<file path="src/sv/cell_instance_point_transform_defines.svh">
// Assertion macros for the cell instance point transform.
// Used by the top level; expects clk and rst in scope.
`ifndef CELL_INSTANCE_POINT_TRANSFORM_DEFINES_SVH
`define CELL_INSTANCE_POINT_TRANSFORM_DEFINES_SVH

// antecedent implies consequent, checked out of reset
`define CIPT_ASSERT_IMP(lbl, ante, cons) \
  lbl: assert property (@(posedge clk) disable iff (rst) (ante) |-> (cons)) \
    else $error("cipt: implication check failed");

// condition must never hold out of reset
`define CIPT_ASSERT_NEVER(lbl, cond) \
  `CIPT_ASSERT_IMP(lbl, 1'b1, !(cond))

`endif

</file>
<file path="src/sv/cipt_pkg.sv">
// Shared constants for the cell instance point transform.
// No dependencies; used by cipt_scale and the top level.
`default_nettype none

package cipt_pkg;

  // configuration register indexes
  localparam logic [2:0] REG_MAGNIFICATION = 3'd0;
  localparam logic [2:0] REG_NEGATE_X      = 3'd1;
  localparam logic [2:0] REG_NEGATE_Y      = 3'd2;
  localparam logic [2:0] REG_ROTATE_ENABLE = 3'd3;
  localparam logic [2:0] REG_COS           = 3'd4;
  localparam logic [2:0] REG_SIN           = 3'd5;
  localparam logic [2:0] REG_OFFSET_X      = 3'd6;
  localparam logic [2:0] REG_OFFSET_Y      = 3'd7;

  localparam int CFG_INDEX_BITS = 3;
  localparam int CFG_DATA_BITS  = 32;
  localparam int OUT_BITS       = 48;

  // magnification in thousandths; a value of one means no scaling
  localparam int MAG_BITS   = 16;
  localparam int MAG_UNITY  = 1;
  localparam int SCALE_DIV  = 1000;

  // divide by 1000 = shift by 3, then divide by 125
  localparam int DIV_SHIFT    = 3;
  localparam int DIV_ODD      = 125;
  localparam int DIV_ODD_BITS = 7;

  // low chunk of the dividend, remainder bits and low-chunk reciprocal
  localparam int LO_BITS  = 24;
  localparam int REM_BITS = 7;
  localparam int NL_BITS  = REM_BITS + LO_BITS;
  localparam int KL       = NL_BITS + DIV_ODD_BITS;
  localparam logic [31:0] ML = 32'd2199023255;  // floor(2^38 / 125)

  // scaled coordinate grows by this many bits (sign and 65.535x)
  localparam int SCALE_GROWTH = 7;
  localparam int SCALE_LAT    = 7;
  localparam int ROT_LAT      = 5;

endpackage

`default_nettype wire

</file>
<file path="src/sv/cipt_scale.sv">
// One coordinate: scale by magnification / 1000 (truncate toward zero)
// and optional negation, as a seven-stage pipeline. Depends on cipt_pkg.
`default_nettype none

module cipt_scale import cipt_pkg::*; #(
  parameter int COORD_BITS = 32
) (
  input  logic                                        clk,
  input  logic signed [COORD_BITS-1:0]                coord,
  input  logic        [MAG_BITS-1:0]                  mag_eff,
  input  logic                                        negate,
  output logic signed [COORD_BITS+SCALE_GROWTH-1:0]   scaled
);

  localparam int XW  = COORD_BITS + SCALE_GROWTH;
  localparam int PW  = COORD_BITS + MAG_BITS;
  localparam int QW  = PW - DIV_SHIFT;
  localparam int QHW = QW - LO_BITS;
  localparam int KH  = QHW + DIV_ODD_BITS;
  localparam int MHW = QHW + 1;
  localparam int HPW = QHW + MHW;
  localparam int WR  = QHW + REM_BITS;
  localparam logic [MHW-1:0] MH = MHW'((64'd1 << KH) / DIV_ODD);

  // stage A: magnitude and final sign
  logic [COORD_BITS-1:0] mag_a;
  logic                  flip_a;
  // stage B: magnitude times magnification
  logic [PW-1:0]         prod_b;
  logic                  flip_b;
  // stage C: high-chunk quotient estimate
  logic [QHW-1:0]        qh_in_c;
  logic [QHW-1:0]        qh_est_c;
  logic [LO_BITS-1:0]    ql_c;
  logic                  flip_c;
  // stage D: corrected high quotient and remainder
  logic [QHW-1:0]        qh_d;
  logic [REM_BITS-1:0]   rh_d;
  logic [LO_BITS-1:0]    ql_d;
  logic                  flip_d;
  // stage E: low-chunk quotient estimate
  logic [NL_BITS-1:0]    n_e;
  logic [LO_BITS-1:0]    ql_est_e;
  logic [QHW-1:0]        qh_e;
  logic                  flip_e;
  // stage F: full quotient
  logic [QW-1:0]         q_f;
  logic                  flip_f;

  logic [HPW-1:0]        hprod;
  logic [WR-1:0]         rem_h;
  logic [QHW-1:0]        qh_fix;
  logic [REM_BITS-1:0]   rh_fix;
  logic [NL_BITS-1:0]    n_d;
  logic [63:0]           lprod;
  logic [NL_BITS-1:0]    rem_l;
  logic [LO_BITS-1:0]    ql_fix;
  logic signed [XW-1:0]  q_s;

  // high chunk: reciprocal multiply, low by at most one
  assign hprod = HPW'(prod_b[PW-1:PW-QHW]) * HPW'(MH);

  // high chunk correction
  always_comb begin
    rem_h = WR'(qh_in_c) - WR'(qh_est_c) * WR'(DIV_ODD);
    if (rem_h >= WR'(DIV_ODD)) begin
      qh_fix = qh_est_c + 1'b1;
      rh_fix = REM_BITS'(rem_h - WR'(DIV_ODD));
    end else begin
      qh_fix = qh_est_c;
      rh_fix = REM_BITS'(rem_h);
    end
  end

  // low chunk: remainder of the high chunk joined with the low bits
  assign n_d   = {rh_d, ql_d};
  assign lprod = 64'(n_d) * 64'(ML);

  // low chunk correction
  always_comb begin
    rem_l = n_e - NL_BITS'(ql_est_e) * NL_BITS'(DIV_ODD);
    if (rem_l >= NL_BITS'(DIV_ODD)) begin
      ql_fix = ql_est_e + 1'b1;
    end else begin
      ql_fix = ql_est_e;
    end
  end

  assign q_s = $signed(XW'(q_f));

  // datapath registers
  always_ff @(posedge clk) begin
    mag_a    <= coord[COORD_BITS-1] ? COORD_BITS'(-coord) : COORD_BITS'(coord);
    flip_a   <= coord[COORD_BITS-1] ^ negate;

    prod_b   <= PW'(mag_a) * PW'(mag_eff);
    flip_b   <= flip_a;

    qh_in_c  <= prod_b[PW-1:PW-QHW];
    qh_est_c <= QHW'(hprod >> KH);
    ql_c     <= prod_b[DIV_SHIFT+LO_BITS-1:DIV_SHIFT];
    flip_c   <= flip_b;

    qh_d     <= qh_fix;
    rh_d     <= rh_fix;
    ql_d     <= ql_c;
    flip_d   <= flip_c;

    n_e      <= n_d;
    ql_est_e <= LO_BITS'(lprod >> KL);
    qh_e     <= qh_d;
    flip_e   <= flip_d;

    q_f      <= {qh_e, ql_fix};
    flip_f   <= flip_e;

    scaled   <= flip_f ? -q_s : q_s;
  end

endmodule

`default_nettype wire

</file>
<file path="config.mk">
export PLATFORM = sky130hd
export DESIGN_NAME = cipt_scale
export DESIGN_NICKNAME = d
export VERILOG_FILES = /design/src/sv/cell_instance_point_transform_defines.svh /design/src/sv/cipt_pkg.sv /design/src/sv/cipt_scale.sv
export SDC_FILE = /design/constraint.sdc
export NUM_CORES = 2
export LEC_CHECK = 0
export CELL_PAD_IN_SITES_DETAIL_PLACEMENT = 2
export CELL_PAD_IN_SITES_GLOBAL_PLACEMENT = 2
export CORE_MARGIN = 2
export CORE_UTILIZATION = 48
export CTS_CLUSTER_DIAMETER = 30
export DETAILED_ROUTE_END_ITERATION = 6
export DONT_BUFFER_PORTS = 1
export GPL_TIMING_DRIVEN = 0
export PLACE_DENSITY_LB_ADDON = 0.1
export SLEW_MARGIN = 15
export SYNTH_ARGS = -nofsm -noshare
export SYNTH_HDL_FRONTEND = slang
export SYNTH_SLANG_ARGS = --single-unit
</file>
<file path="constraint.sdc">
create_clock -name clk -period 13.4 [get_ports clk]
set_input_delay 1.34 -clock clk [delete_from_list [all_inputs] [get_ports clk]]
set_output_delay 1.34 -clock clk [all_outputs]
set_load 0.02 [all_outputs]
</file>
==> flow_results.xml <==
<?xml version="1.0" encoding="UTF-8"?>
<metrics>
  <group name="floorplanning">
    <metric name="floorplan.initialDensity" unit="%">48.3</metric>
    <metric name="chip_width" unit="microns">343</metric>
    <metric name="floorplan.core_area" unit="sq mm">0.114</metric>
    <metric name="rows" unit="">124</metric>
    <metric name="fp.dieArea" unit="sq mm">0.118</metric>
    <metric name="pin_count" unit="">89</metric>
    <metric name="die_height" unit="microns">343</metric>
  </group>
  <group name="routing">
    <metric name="met3_wirelength" unit="microns">14500</metric>
    <metric name="first_iter_violations" unit="">2571</metric>
    <metric name="drt-wirelength-per-cell" unit="microns">32.3</metric>
    <metric name="wl_met1" unit="microns">82700</metric>
    <metric name="firstDrtPassIters" unit="">7</metric>
    <metric name="detail-route-antenna-nets" unit="">0</metric>
    <metric name="via_count" unit="">42700</metric>
    <metric name="finalWirelength" unit="microns">235000</metric>
    <metric name="post_drt_via_cell_ratio" unit="">5.88</metric>
    <metric name="drc" unit="">0</metric>
    <metric name="routed.top_layer" unit="">met5</metric>
    <metric name="met2_routed_length" unit="microns">120000</metric>
  </group>
  <group name="worst_setup_path">
    <metric name="endpoint_kind" unit="">flop</metric>
    <metric name="startpoint_type" unit="">flop</metric>
    <metric name="worstPathArrival" unit="ns">10.38</metric>
    <metric name="path_class" unit="">flop to flop</metric>
    <metric name="required" unit="ns">13.97</metric>
    <metric name="crit_path_max_fanout" unit="">10</metric>
  </group>
  <group name="final_layout">
    <metric name="syn_to_final_growth" unit="%">8.84</metric>
    <metric name="nets" unit="">7672</metric>
    <metric name="final.fill_count" unit="">11800</metric>
    <metric name="layout_cells_sized_above_1" unit="%">3.30</metric>
    <metric name="multi_input_area" unit="sq mm">0.0424</metric>
    <metric name="mostFrequentLayoutCell" unit="">inv_1</metric>
    <metric name="register_area" unit="sq mm">0.00675</metric>
    <metric name="final_cell_mix" unit="">inv_1 (1475), fa_1 (1044), ha_1 (891)</metric>
    <metric name="post-route-cell-area" unit="sq mm">0.0600</metric>
  </group>
  <group name="sta">
    <metric name="final.min_clock_period" unit="ns">9.81</metric>
    <metric name="skew" unit="ns">0.0578</metric>
    <metric name="setup_tns" unit="ns">0</metric>
    <metric name="worst_pin_slew" unit="ns">1.05</metric>
    <metric name="f_max" unit="GHz">0.102</metric>
    <metric name="finalCritPeriodShare" unit="%">73.2</metric>
    <metric name="finalSetupViolCount" unit="">0</metric>
    <metric name="timing.final.hold_violations" unit="">0</metric>
    <metric name="timing.hold.ws" unit="ns">0.327</metric>
    <metric name="relative_slew_slack" unit="%">30.1</metric>
    <metric name="finalMaxSlewViolations" unit="">0</metric>
    <metric name="unrepaired_setup_endpoints_after_global_routing" unit="">false</metric>
  </group>
  <group name="synth">
    <metric name="syn_area" unit="sq mm">0.0551</metric>
    <metric name="synth_area_per_cell" unit="sq um">9.84</metric>
    <metric name="synth_flop_cell" unit="">dfxtp_1</metric>
    <metric name="ys_ff_latch" unit="">337</metric>
    <metric name="synth-seq-area-share" unit="%">12.2</metric>
    <metric name="syn-num-nets" unit="">7587</metric>
    <metric name="post_synth_num_cell_types" unit="">83</metric>
    <metric name="synthesis.yosys.warnings" unit="">0</metric>
    <metric name="netlist.area_leader.share" unit="%">37.9</metric>
    <metric name="synthDominantAreaCellType" unit="">fa_1</metric>
    <metric name="synth_area_leaders" unit="">fa_1 (38%), ha_1 (20%), dfxtp_1 (12%), inv_1 (10%), nand2_1 (3.0%)</metric>
    <metric name="netlist_instances" unit="">5602</metric>
    <metric name="asyncSetResetFlopFracSynth" unit="%">0</metric>
    <metric name="synth_edf_count" unit="">0</metric>
  </group>
  <group name="clocking">
    <metric name="cts_resized" unit="">0</metric>
    <metric name="cts_hold_buf" unit="">0</metric>
    <metric name="cts.path.max_buffers" unit="">3</metric>
    <metric name="cts_setup_buffers" unit="">0</metric>
    <metric name="cts_tree" unit="">built</metric>
    <metric name="insertion_delay" unit="ns">0.70</metric>
    <metric name="cts.sink_count" unit="">337</metric>
    <metric name="cts-buffers-inserted" unit="">83</metric>
    <metric name="cts.reportedPaths.clkPinSlew" unit="ns">0.06</metric>
    <metric name="h-tree-depth" unit="">3</metric>
    <metric name="cts-root-buf" unit="">clkbuf_16</metric>
  </group>
  <group name="placed_design">
    <metric name="post-dp-hpwl" unit="microns">162000</metric>
    <metric name="gp_congestion" unit="">0.923</metric>
    <metric name="placed_area" unit="sq mm">0.0570</metric>
    <metric name="count_of_input_and_output_buffers" unit="">0</metric>
  </group>
  <group name="global_route">
    <metric name="grt_first_pass_wirelength" unit="microns">351000</metric>
    <metric name="vias_in_the_first_global_route" unit="">52900</metric>
    <metric name="maximum_number_of_pins_on_one_net_before_global_route_repair" unit="">16</metric>
    <metric name="grt_antenna_before_repair" unit="">4</metric>
    <metric name="global_route.overflow_total" unit="">0</metric>
    <metric name="global_route.usage.total" unit="%">40.7</metric>
  </group>
  <group name="flow_run">
    <metric name="cap_viol_max_count" unit="">0</metric>
  </group>
  <group name="run_status">
    <metric name="status" unit="">complete, no violations</metric>
  </group>
  <group name="worst_hold_path">
    <metric name="min-delay-path-class" unit="">flop to flop</metric>
  </group>
</metrics>
[cell families after synthesis]
family / count (synthesis) / share of synthesized area, %
compound gates: 521 / 6.22
fa+ha+maj: 1935 / 58.1
flops: 337 / 12.2
simple gates: 996 / 8.98
buf+inv: 1592 / 10.9
mux: 7 / 0.129
xor+xnor: 214 / 3.40
[cell type report]
type                       count  share of cell area [%]
multi-input combinational   3673                    70.6
sequential                   337                    11.2
inverter                    1475                    9.23
clock buffer                  98                    3.69
tap                         1512                    3.15
clock inverter                57                    1.26
buffer                       117                   0.794
antenna                        1                 0.00417
[layer usage]
metal / vias up / track usage, %
met1: 22400 / 43.7
met2: 1967 / 73.3
met5: - / 0
met4: 8 / 25.2
met3: 992 / 8.12
li1: 17400 / -
[sequential cells by signal, indices dropped and copies added (netlist names), 7 cells and up]
name / count
mag_a: 32
n_e: 31
prod_b: 45
q_f: 39
qh_d: 15
qh_e: 15
qh_est_c: 15
qh_in_c: 21
ql_c: 24
ql_d: 24
ql_est_e: 24
rh_d: 7
scaled: 39
[per-stage QoR]
stage	utilization [%]	std cells	worst slack, ns
2_1_floorplan	-	5602	5.94
3_3_place_gp	49.9	7114	3.85
3_5_place_dp	49.9	7114	3.64
4_1_cts	52.5	7269	3.46
5_1_grt	52.5	7269	3.12
6_report	52.5	7270	3.59
[critical path: stages, from the launching register on]
cell       delay (ns)
dfxtp_1          0.86
inv_1            0.33
ha_1             0.42
fa_1             0.55
inv_1            0.07
fa_1             0.50
inv_1            0.08
fa_1             0.49
inv_1            0.07
fa_1             0.55
inv_1            0.07
fa_1             0.47
fa_1             0.42
inv_1            0.10
fa_1             0.49
ha_1             0.35
nand2_1          0.08
nor4_1           0.44
inv_1            0.13
o41ai_1          0.51
o21ai_0          0.31
a41oi_1          0.54
a2111oi_2        0.25
o41ai_1          0.72
a21oi_1          0.30
o31ai_1          0.42
xnor2_1          0.16
[cells in the mapped netlist, drive strengths merged (41+ instances only)]
master / n
inv: 1475
and2: 209
a21oi: 136
dfxtp: 337
xor2: 41
fa: 1044
clkbuf: 104
o21ai: 101
nand2: 441
nand3: 50
nor2: 87
xnor2: 173
ha: 891
a21o: 81
[final timing paths]
path	start	end	slack (ns)	depth (start not counted)
worst max register to register	ql_d[5]	ql_est_e[23]	3.59	26
worst min register to register	prod_b[21]	ql_c[18]	0.33	0
worst max-delay path	ql_d[5]	ql_est_e[23]	3.59	26
worst min-delay path	prod_b[21]	ql_c[18]	0.33	0
Power is left out: the tool's default activity adds up to more than one toggle a clock period on the data nets, which glitch-free logic cannot reach.
